**src/sv/ictu_pkg.sv**
```systemverilog
// Package for the interrupt and cascade timer unit.
// Holds word types, address constants and the controller state encoding; no dependencies.
package ictu_pkg;

    localparam logic [1:0] MODE_WRITE = 2'd0;
    localparam logic [1:0] MODE_READ  = 2'd1;
    localparam logic [1:0] MODE_TICK  = 2'd2;
    localparam logic [1:0] MODE_RAISE = 2'd3;

    localparam logic [31:0] BIT31    = 32'h8000_0000;
    localparam logic [31:0] ALL_ONES = 32'hFFFF_FFFF;
    localparam logic [31:0] ID_WORD  = 32'h0202_0000;

    localparam logic [11:0] ADDR_PEND1_SET = 12'h040;
    localparam logic [11:0] ADDR_PEND1_CLR = 12'h044;
    localparam logic [11:0] ADDR_MASK1_SET = 12'h048;
    localparam logic [11:0] ADDR_MASK1_CLR = 12'h04C;
    localparam logic [11:0] ADDR_PEND2_SET = 12'h060;
    localparam logic [11:0] ADDR_PEND2_CLR = 12'h064;
    localparam logic [11:0] ADDR_MASK2_SET = 12'h068;
    localparam logic [11:0] ADDR_MASK2_CLR = 12'h06C;
    localparam logic [11:0] ADDR_TCTL_LO   = 12'h200;
    localparam logic [11:0] ADDR_TCTL_LO_C = 12'h204;
    localparam logic [11:0] ADDR_TCTL_HI   = 12'h208;
    localparam logic [11:0] ADDR_TCTL_HI_C = 12'h20C;
    localparam logic [11:0] ADDR_TMR_BASE  = 12'h100;
    localparam logic [11:0] ADDR_ID        = 12'h000;

    typedef struct packed {
        logic [1:0]  mode;
        logic [11:0] address;
        logic [31:0] write_data;
        logic [31:0] raise_first;
        logic [31:0] raise_second;
    } in_word_t;

    typedef struct packed {
        logic [31:0] read_data;
        logic        fiq_request;
    } out_word_t;

    typedef enum logic [3:0] {
        ST_IDLE = 4'b0001,
        ST_EXEC = 4'b0010,
        ST_TICK = 4'b0100,
        ST_DONE = 4'b1000
    } state_t;

    typedef struct packed {
        logic load;
        logic exec;
        logic tick_first;
        logic tick_step;
        logic finish;
    } ctl_cmd_t;

endpackage

```
**src/sv/ictu_ctrl.sv**
```systemverilog
// Controller state machine of the interrupt and cascade timer unit.
// Depends on ictu_pkg; sequences one timer per cycle during a tick.
module ictu_ctrl
    import ictu_pkg::*;
#(
    parameter int NUM_TIMERS = 16
)
(
    input  logic     clk,
    input  logic     rst_n,
    input  logic     start,
    input  logic     is_tick,
    output logic     busy,
    output ctl_cmd_t cmd
);

    localparam int IW = $clog2(NUM_TIMERS);

    state_t        state_reg, state_next;
    logic [IW-1:0] idx_reg, idx_next;

    always_comb
    begin
        state_next = state_reg;
        idx_next = idx_reg;
        cmd = '0;
        case (state_reg)
            ST_IDLE:
            begin
                if (start)
                begin
                    cmd.load = 1'b1;
                    if (is_tick)
                    begin
                        state_next = ST_TICK;
                        idx_next = '0;
                    end
                    else
                    begin
                        state_next = ST_EXEC;
                    end
                end
            end
            ST_EXEC:
            begin
                cmd.exec = 1'b1;
                state_next = ST_DONE;
            end
            ST_TICK:
            begin
                cmd.tick_step = 1'b1;
                cmd.tick_first = (idx_reg == '0);
                if (idx_reg == IW'(NUM_TIMERS - 1))
                begin
                    state_next = ST_DONE;
                end
                else
                begin
                    idx_next = idx_reg + 1'b1;
                end
            end
            ST_DONE:
            begin
                cmd.finish = 1'b1;
                state_next = ST_IDLE;
            end
            default:
            begin
                state_next = ST_IDLE;
            end
        endcase
    end

    assign busy = (state_reg != ST_IDLE);

    always_ff @(posedge clk or negedge rst_n)
    begin
        if (!rst_n)
        begin
            state_reg <= ST_IDLE;
            idx_reg <= '0;
        end
        else
        begin
            state_reg <= state_next;
            idx_reg <= idx_next;
        end
    end

endmodule

```
**src/sv/ictu_dp.sv**
```systemverilog
// Datapath of the interrupt and cascade timer unit: registers, bus decode and timer update.
// Depends on ictu_pkg; driven by commands from ictu_ctrl.
module ictu_dp
    import ictu_pkg::*;
#(
    parameter int NUM_TIMERS = 16
)
(
    input  logic      clk,
    input  logic      rst_n,
    input  in_word_t  in_word,
    input  ctl_cmd_t  cmd,
    output logic      out_valid,
    output out_word_t out_word
);

    localparam int IW = $clog2(NUM_TIMERS);

    in_word_t      req_reg;
    logic [31:0]   pend1_reg, mask1_reg, pend2_reg, mask2_reg;
    logic [31:0]   tctl_lo_reg, tctl_hi_reg;
    logic [31:0]   count_reg [NUM_TIMERS];
    logic [31:0]   reload_reg [NUM_TIMERS];
    logic [IW-1:0] idx_reg;
    logic          carry_reg;
    logic [31:0]   rdata_reg;
    logic          valid_reg;

    logic [31:0]   pend1_next, mask1_next, pend2_next, mask2_next;
    logic [31:0]   tctl_lo_next, tctl_hi_next, rdata_next;
    logic          carry_next;
    logic          wr_timer, wr_reload;
    logic [IW-1:0] slot;
    logic          slot_ok;
    logic [3:0]    flags;
    logic [31:0]   dec_val;
    logic          cur_carry, under;
    logic [3:0]    idx4;
    logic [11:0]   a;
    logic [31:0]   v;
    logic [11:0]   off;

    assign a = req_reg.address;
    assign v = req_reg.write_data;
    assign off = a - ADDR_TMR_BASE;
    assign slot_ok = (a >= ADDR_TMR_BASE)
                   && ({20'd0, a} < 32'(ADDR_TMR_BASE) + 32'(8 * NUM_TIMERS))
                   && (a[1:0] == 2'b00);
    assign slot = off[IW+2:3];

    assign idx4 = 4'(idx_reg);
    assign cur_carry = cmd.tick_first ? 1'b1 : carry_reg;
    assign flags = !idx4[3] ?
                   4'(tctl_lo_reg >> {idx4[2:0], 2'b00}) :
                   4'(tctl_hi_reg >> {idx4[2:0], 2'b00});
    assign dec_val = count_reg[idx_reg] - (flags[2] ? {31'd0, cur_carry} : 32'd1);
    assign under = (dec_val == ALL_ONES);

    always_comb
    begin
        pend1_next = pend1_reg;
        mask1_next = mask1_reg;
        pend2_next = pend2_reg;
        mask2_next = mask2_reg;
        tctl_lo_next = tctl_lo_reg;
        tctl_hi_next = tctl_hi_reg;
        rdata_next = rdata_reg;
        carry_next = carry_reg;
        wr_timer = 1'b0;
        wr_reload = 1'b0;
        if (cmd.exec)
        begin
            rdata_next = '0;
            case (req_reg.mode)
                MODE_WRITE:
                begin
                    case (a)
                        ADDR_PEND1_SET:
                        begin
                            pend1_next = pend1_reg | v;
                            if (pend2_reg != '0) pend1_next = pend1_next | BIT31;
                        end
                        ADDR_PEND1_CLR:
                        begin
                            pend1_next = pend1_reg & ~v;
                            if (pend2_reg == '0) pend1_next = pend1_next & ~BIT31;
                        end
                        ADDR_MASK1_SET: mask1_next = mask1_reg | v;
                        ADDR_MASK1_CLR: mask1_next = (mask1_reg & ~v) | BIT31;
                        ADDR_PEND2_SET:
                        begin
                            pend2_next = pend2_reg | v;
                            if (pend2_next != '0) pend1_next = pend1_reg | BIT31;
                        end
                        ADDR_PEND2_CLR:
                        begin
                            pend2_next = pend2_reg & ~v;
                            if (pend2_next == '0) pend1_next = pend1_reg & ~BIT31;
                        end
                        ADDR_MASK2_SET: mask2_next = mask2_reg | v;
                        ADDR_MASK2_CLR: mask2_next = mask2_reg & ~v;
                        ADDR_TCTL_LO:   tctl_lo_next = tctl_lo_reg | v;
                        ADDR_TCTL_LO_C: tctl_lo_next = tctl_lo_reg & ~v;
                        ADDR_TCTL_HI:   tctl_hi_next = tctl_hi_reg | v;
                        ADDR_TCTL_HI_C: tctl_hi_next = tctl_hi_reg & ~v;
                        default:
                        begin
                            if (slot_ok)
                            begin
                                wr_timer = ~a[2];
                                wr_reload = a[2];
                            end
                        end
                    endcase
                end
                MODE_READ:
                begin
                    if ((a & ~12'h02C) == ADDR_PEND1_SET)
                    begin
                        case (a & ~12'h004)
                            ADDR_PEND1_SET: rdata_next = pend1_reg;
                            ADDR_MASK1_SET: rdata_next = mask1_reg | BIT31;
                            ADDR_PEND2_SET: rdata_next = pend2_reg;
                            ADDR_MASK2_SET: rdata_next = mask2_reg;
                            default:        rdata_next = '0;
                        endcase
                    end
                    else if (a == ADDR_TCTL_LO || a == ADDR_TCTL_LO_C)
                        rdata_next = tctl_lo_reg;
                    else if (a == ADDR_TCTL_HI || a == ADDR_TCTL_HI_C)
                        rdata_next = tctl_hi_reg;
                    else if (a == ADDR_ID)
                        rdata_next = ID_WORD;
                    else if (slot_ok)
                        rdata_next = a[2] ? reload_reg[slot] : count_reg[slot];
                end
                MODE_TICK: rdata_next = '0;
                default:
                begin
                    pend1_next = pend1_reg | req_reg.raise_first;
                    pend2_next = pend2_reg | req_reg.raise_second;
                    if (pend2_next != '0) pend1_next = pend1_next | BIT31;
                end
            endcase
        end
        if (cmd.tick_step)
        begin
            rdata_next = '0;
            carry_next = cur_carry;
            if (flags[0])
            begin
                carry_next = under;
                if (under)
                begin
                    if (idx4[0])
                    begin
                        pend1_next = pend1_reg | (32'd1 << (5'd10 - 5'(idx4[3:1])));
                        if (pend2_reg != '0) pend1_next = pend1_next | BIT31;
                    end
                    if (!flags[1])
                    begin
                        if (!idx4[3])
                            tctl_lo_next = tctl_lo_reg & ~(32'd1 << {idx4[2:0], 2'b00});
                        else
                            tctl_hi_next = tctl_hi_reg & ~(32'd1 << {idx4[2:0], 2'b00});
                    end
                end
            end
        end
    end

    always_ff @(posedge clk or negedge rst_n)
    begin
        if (!rst_n)
        begin
            pend1_reg <= '0;
            mask1_reg <= '0;
            pend2_reg <= '0;
            mask2_reg <= '0;
            tctl_lo_reg <= '0;
            tctl_hi_reg <= '0;
            for (int i = 0; i < NUM_TIMERS; i++)
            begin
                count_reg[i] <= '0;
                reload_reg[i] <= '0;
            end
            idx_reg <= '0;
            carry_reg <= 1'b1;
            valid_reg <= 1'b0;
            rdata_reg <= '0;
        end
        else
        begin
            pend1_reg <= pend1_next;
            mask1_reg <= mask1_next;
            pend2_reg <= pend2_next;
            mask2_reg <= mask2_next;
            tctl_lo_reg <= tctl_lo_next;
            tctl_hi_reg <= tctl_hi_next;
            carry_reg <= carry_next;
            rdata_reg <= rdata_next;
            valid_reg <= cmd.finish;
            if (cmd.load)
                idx_reg <= '0;
            else if (cmd.tick_step)
                idx_reg <= idx_reg + 1'b1;
            if (wr_timer)
                count_reg[slot] <= v;
            if (wr_reload)
                reload_reg[slot] <= v;
            if (cmd.tick_step && flags[0])
                count_reg[idx_reg] <= (under && flags[1]) ? reload_reg[idx_reg] : dec_val;
        end
    end

    always_ff @(posedge clk)
    begin
        if (cmd.load)
            req_reg <= in_word;
    end

    assign out_valid = valid_reg;
    assign out_word.read_data = rdata_reg;
    assign out_word.fiq_request = ((pend1_reg & mask1_reg) != '0)
                                || ((pend2_reg & mask2_reg) != '0);

endmodule

```
**src/sv/interrupt_and_cascade_timer_unit_core.sv**
```systemverilog
// Top level of the interrupt and cascade timer unit.
// Depends on ictu_pkg, ictu_ctrl and ictu_dp.
//
// A bus write, bus read or raise runs the execute state and then the finish state
// before the result strobe; a tick runs the tick state, which visits one timer per
// cycle to run the carry chain, and then the finish state. The result word is shown for
// one cycle with done high and cannot be stalled; busy is low again in that same cycle.
module interrupt_and_cascade_timer_unit_core
    import ictu_pkg::*;
#(
    parameter int NUM_TIMERS = 16
)
(
    input  logic      clk,
    input  logic      rst_n,
    input  logic      start,
    output logic      busy,
    input  in_word_t  in_word,
    output logic      done,
    output out_word_t out_word
);

    ctl_cmd_t cmd;

    ictu_ctrl #(.NUM_TIMERS(NUM_TIMERS)) u_ctrl
    (
        .clk     (clk),
        .rst_n   (rst_n),
        .start   (start),
        .is_tick (in_word.mode == MODE_TICK),
        .busy    (busy),
        .cmd     (cmd)
    );

    ictu_dp #(.NUM_TIMERS(NUM_TIMERS)) u_dp
    (
        .clk       (clk),
        .rst_n     (rst_n),
        .in_word   (in_word),
        .cmd       (cmd),
        .out_valid (done),
        .out_word  (out_word)
    );

endmodule

```
**config.mk**
```make
export PLATFORM = sky130hd
export DESIGN_NAME = interrupt_and_cascade_timer_unit_core
export DESIGN_NICKNAME = d
export VERILOG_FILES = /design/src/sv/ictu_pkg.sv /design/src/sv/ictu_ctrl.sv /design/src/sv/ictu_dp.sv /design/src/sv/interrupt_and_cascade_timer_unit_core.sv
export SDC_FILE = /design/constraint.sdc
export NUM_CORES = 2
export LEC_CHECK = 0
export ABC_CLOCK_PERIOD_IN_PS = 17720
export BUFFER_PORTS_ARGS = -buffer_cell sky130_fd_sc_hd__buf_2
export CORE_MARGIN = 1.5
export CORE_UTILIZATION = 42
export DETAILED_ROUTE_END_ITERATION = 10
export MAX_ROUTING_LAYER = met4
export SYNTH_ARGS = -nofsm -noshare
export SYNTH_HDL_FRONTEND = slang
export SYNTH_HIERARCHICAL = 1
export SYNTH_SLANG_ARGS = --single-unit
```
**constraint.sdc**
```tcl
create_clock -name clk -period 17.72 [get_ports clk]
set_input_delay 0.886 -clock clk [delete_from_list [all_inputs] [get_ports clk]]
set_output_delay 0.886 -clock clk [all_outputs]
set_load 0.005 [all_outputs]
```
==> results.py <==
metrics = {
    "drt": {
        "post-route-drc-count": 0,
        "wl_per_cell_um": 31.8,
        "drt-pass1-iter-count": 10,
        "highest_layer": "met4",
        "routed_via_density": 6.57,
        "wl_um": 286000,
        "met1_length_um": 112000,
        "sum_of_met3_wire_segment_lengths_after_detailed_routing_um": 28400,
        "route.vias.total": 59200,
        "met2_wirelength_um": 130000,
        "drt.antenna.violating_nets": 0,
        "first_iter_violations": 7903,
    },
    "floorplan": {
        "die_x_um": 434,
        "placeable_core_area_um2": 185000,
        "initial_utilization_pct": 42.2,
        "die_area_um2": 189000,
        "boundaryPins": 148,
        "dieHeight_um": 434,
        "fp-row-count": 158,
    },
    "setup_path": {
        "critPathBufInv": 3,
        "path_common_cell": "buf_4",
        "critPathMaxFanout": 45,
        "max_stage_delay_ps": 1020,
        "critPathLaunchType": "flip-flop",
        "worstSetupPathType": "reg -> reg",
        "timing.critical_path.max_delay_family": "compound AO/OA/AOI/OAI gates",
        "cp_data_required_time_ps": 18350,
        "critPathArrivalTime_ps": 8460,
        "timing.critical_path.to_type": "flip-flop",
        "crit_chain": "buf_4, buf_4, mux4_2, a22o_1, nor2_2, ha_1, nand2_1, nor4_1, nand3_1, a2111oi_1, o221a_2, nand4_1, buf_4, o21ai_1, o21ai_0",
        "worst_path_max_delay_cell": "dfrtp_4",
    },
    "sta": {
        "final_skew_ps": 36.6,
        "grt_setup_unrepaired": "no",
        "fin_crit_ps": 7830,
        "hold_fails_final_rpt": 0,
        "setup_violations": 0,
        "achievable-frequency_ghz": 0.128,
        "finalMaxSlewViolations": 0,
        "slew-limit-headroom_pct": 16.3,
        "setup-tns-final_ps": 0,
        "period_utilization_post_route_pct": 44.2,
        "timing_worst_slew_pin_value_ps": 1250,
    },
    "global_routing": {
        "number_of_global_route_vias_before_repair": 57000,
        "maximum_number_of_pins_on_one_net_before_global_route_repair": 157,
        "globalRoute.totalOverflow": 0,
        "grt_antenna_before_repair": 10,
        "grt.total_usage_pct": 31.0,
        "grt_first_pass_wirelength_um": 413000,
    },
    "clocking": {
        "clk-insertion-delay-late_ps": 830,
        "cts_resized": 0,
        "postCtsSetupBuffers": 0,
        "clkSinkCount": 1372,
        "ctsHtreeMaxLevel": 4,
        "cts-buffers-inserted": 156,
        "ctsHoldBuffers": 0,
        "cts_root_buffer": "clkbuf_16",
        "cts_tree": "yes",
        "clkTransAtPathRegs_ps": 60,
        "max-clock-path-buffers": 3,
    },
    "finish": {
        "layout-drive-gt1-share_pct": 34.1,
        "area_growth_pct": 10.4,
        "finalNetCount": 6519,
        "finalNonFillerCells": 9005,
    },
    "synthesis": {
        "synth.net_count": 6720,
        "synth_seq_area_share_pct": 44.7,
        "synth_flop_cell": "dfrtp_1",
        "post_synth_most_frequent_cells": "dfrtp_1, mux2_2, o21ai_0, nand2_1, clkbuf_1",
        "area_share_of_the_leading_cell_type_in_the_synthesized_netlist_pct": 40.4,
        "post_synth.cell_area_avg_um2": 11.8,
        "netlist.top_cell.by_area": "dfrtp_1",
        "synth_enable_flop_cells": 110,
        "synth_warnings": 6,
        "ys_types": 92,
        "yosys_register_bits": 1372,
        "most_numerous_cell_in_the_yosys_netlist": "dfrtp_1",
        "synth-async-reset-ratio_pct": 92.0,
        "top_cells_by_area_synth": "dfrtp_1, mux2_2, mux4_2, o21ai_0, edfxtp_1",
        "syn-instance-count": 6592,
        "synth_area_um2": 78100,
    },
    "placement": {
        "port_buffer_count": 147,
        "detailed_place_hpwl_um": 171000,
        "post-place-cells": 8713,
        "gp_routability_congestion": 0.972,
    },
    "power_and_ir_drop": {
        "powerDensity_nw_per_um2": 96.7,
        "cellLeakagePower_uw": 0.0367,
        "worst_ir_drop_vdd_mv": 0.0773,
    },
    "flow_run": {
        "drv.max_cap_violation_count": 0,
    },
    "hold_path": {
        "hold_path_class": "in -> async",
    },
    "outcome": {
        "status": "complete, no violations",
    },
}
## metal layers
metal | vias to the layer above | global-route usage (%)
li1 | 24500 | -
met1 | 30600 | 40.1
met2 | 3319 | 46.3
met3 | 789 | 7.05
met4 | 0 | 14.6
met5 | - | -
## stage by stage
stage	hold WS [ps]	instance area, um2	total power (uW)	worst slack (ps)	util [%]
5_1_grt	129	86200	8560	9280	46.6
3_5_place_dp	489	81000	5050	9980	43.8
2_1_floorplan	444	78100	4420	10590	-
4_1_cts	95.2	86200	8340	9900	46.6
3_3_place_gp	475	81000	5040	10140	43.8
6_report	62.1	86200	8340	9890	46.6
## where the power goes
part / internal (uW) / switching (uW) / total [uW]
Clock: 1890 / 1410 / 3300
Sequential: 3300 / 206 / 3500
Combinational: 454 / 1080 / 1530
## cell families (layout without fill, tap and decap cells)
logic type / after synthesis / after routing / share of synthesized area (%)
AO/OA/AOI/OAI: 1447 / 1447 / 11.4
adder cells (fa/ha/maj): 15 / 15 / 0.240
multiplexers: 1776 / 1776 / 32.6
XOR/XNOR: 34 / 34 / 0.381
flip-flops: 1372 / 1372 / 44.7
other: 0 / 2 / 0
buffers and inverters: 745 / 676 / 3.82
AND/OR/NAND/NOR: 1203 / 1203 / 6.89
## layout by cell type, fill, tap and decap left out, drive strengths merged, types with 7 or more instances in the layout
| cell type | n |
|---|---|
| a222oi | 29 |
| a22o | 70 |
| nand2b | 38 |
| and4 | 8 |
| o22ai | 88 |
| nand2 | 720 |
| clkbuf | 225 |
| nor4 | 40 |
| nor2b | 20 |
| nand4 | 34 |
| and2 | 13 |
| buf | 318 |
| clkinvlp | 7 |
| mux4 | 507 |
| bufinv | 8 |
| clkinv | 41 |
| a21oi | 189 |
| nor3 | 35 |
| o221ai | 93 |
| xnor2 | 20 |
| xor2 | 14 |
| inv | 77 |
| o21ai | 763 |
| and3 | 16 |
| edfxtp | 110 |
| mux2 | 1020 |
| mux2i | 249 |
| or3 | 13 |
| a22oi | 10 |
| nand3 | 89 |
| a221oi | 34 |
| o21bai | 14 |
| nor2 | 147 |
| a31oi | 29 |
| o31ai | 83 |
| ha | 15 |
| dfrtp | 1260 |
## path summary, 6_finish.rpt
check	depth (start not counted)	from	to	slack [ps]
min in group clk	1	in_word[59]	u_dp/req_reg[59]	230
worst min-delay path	1	rst_n	u_dp/reload_reg[199]	60
worst max register to register	15	u_dp/idx4[0]	u_dp/count_reg[135]	9890
max in group asynchronous	5	rst_n	u_dp/pend1_reg[21]	13890
worst min register to register	1	u_dp/rdata_reg[14]	u_dp/rdata_reg[14]	500
worst max-delay path	15	u_dp/idx4[0]	u_dp/count_reg[135]	9890
## final cells by class
| class | instances | area [um2] |
|---|---|---|
| clock buffer | 225 | 4500 |
| multi-input combinational | 4475 | 40600 |
| inverter | 68 | 258 |
| sequential | 1372 | 34900 |
| tap | 2480 | 3100 |
| timing repair buffer | 318 | 2120 |
| fill | 16700 | 98900 |
| clock inverter | 65 | 669 |
| antenna | 2 | 5.00 |
No activity file was read; power rests on OpenSTA's default activity.
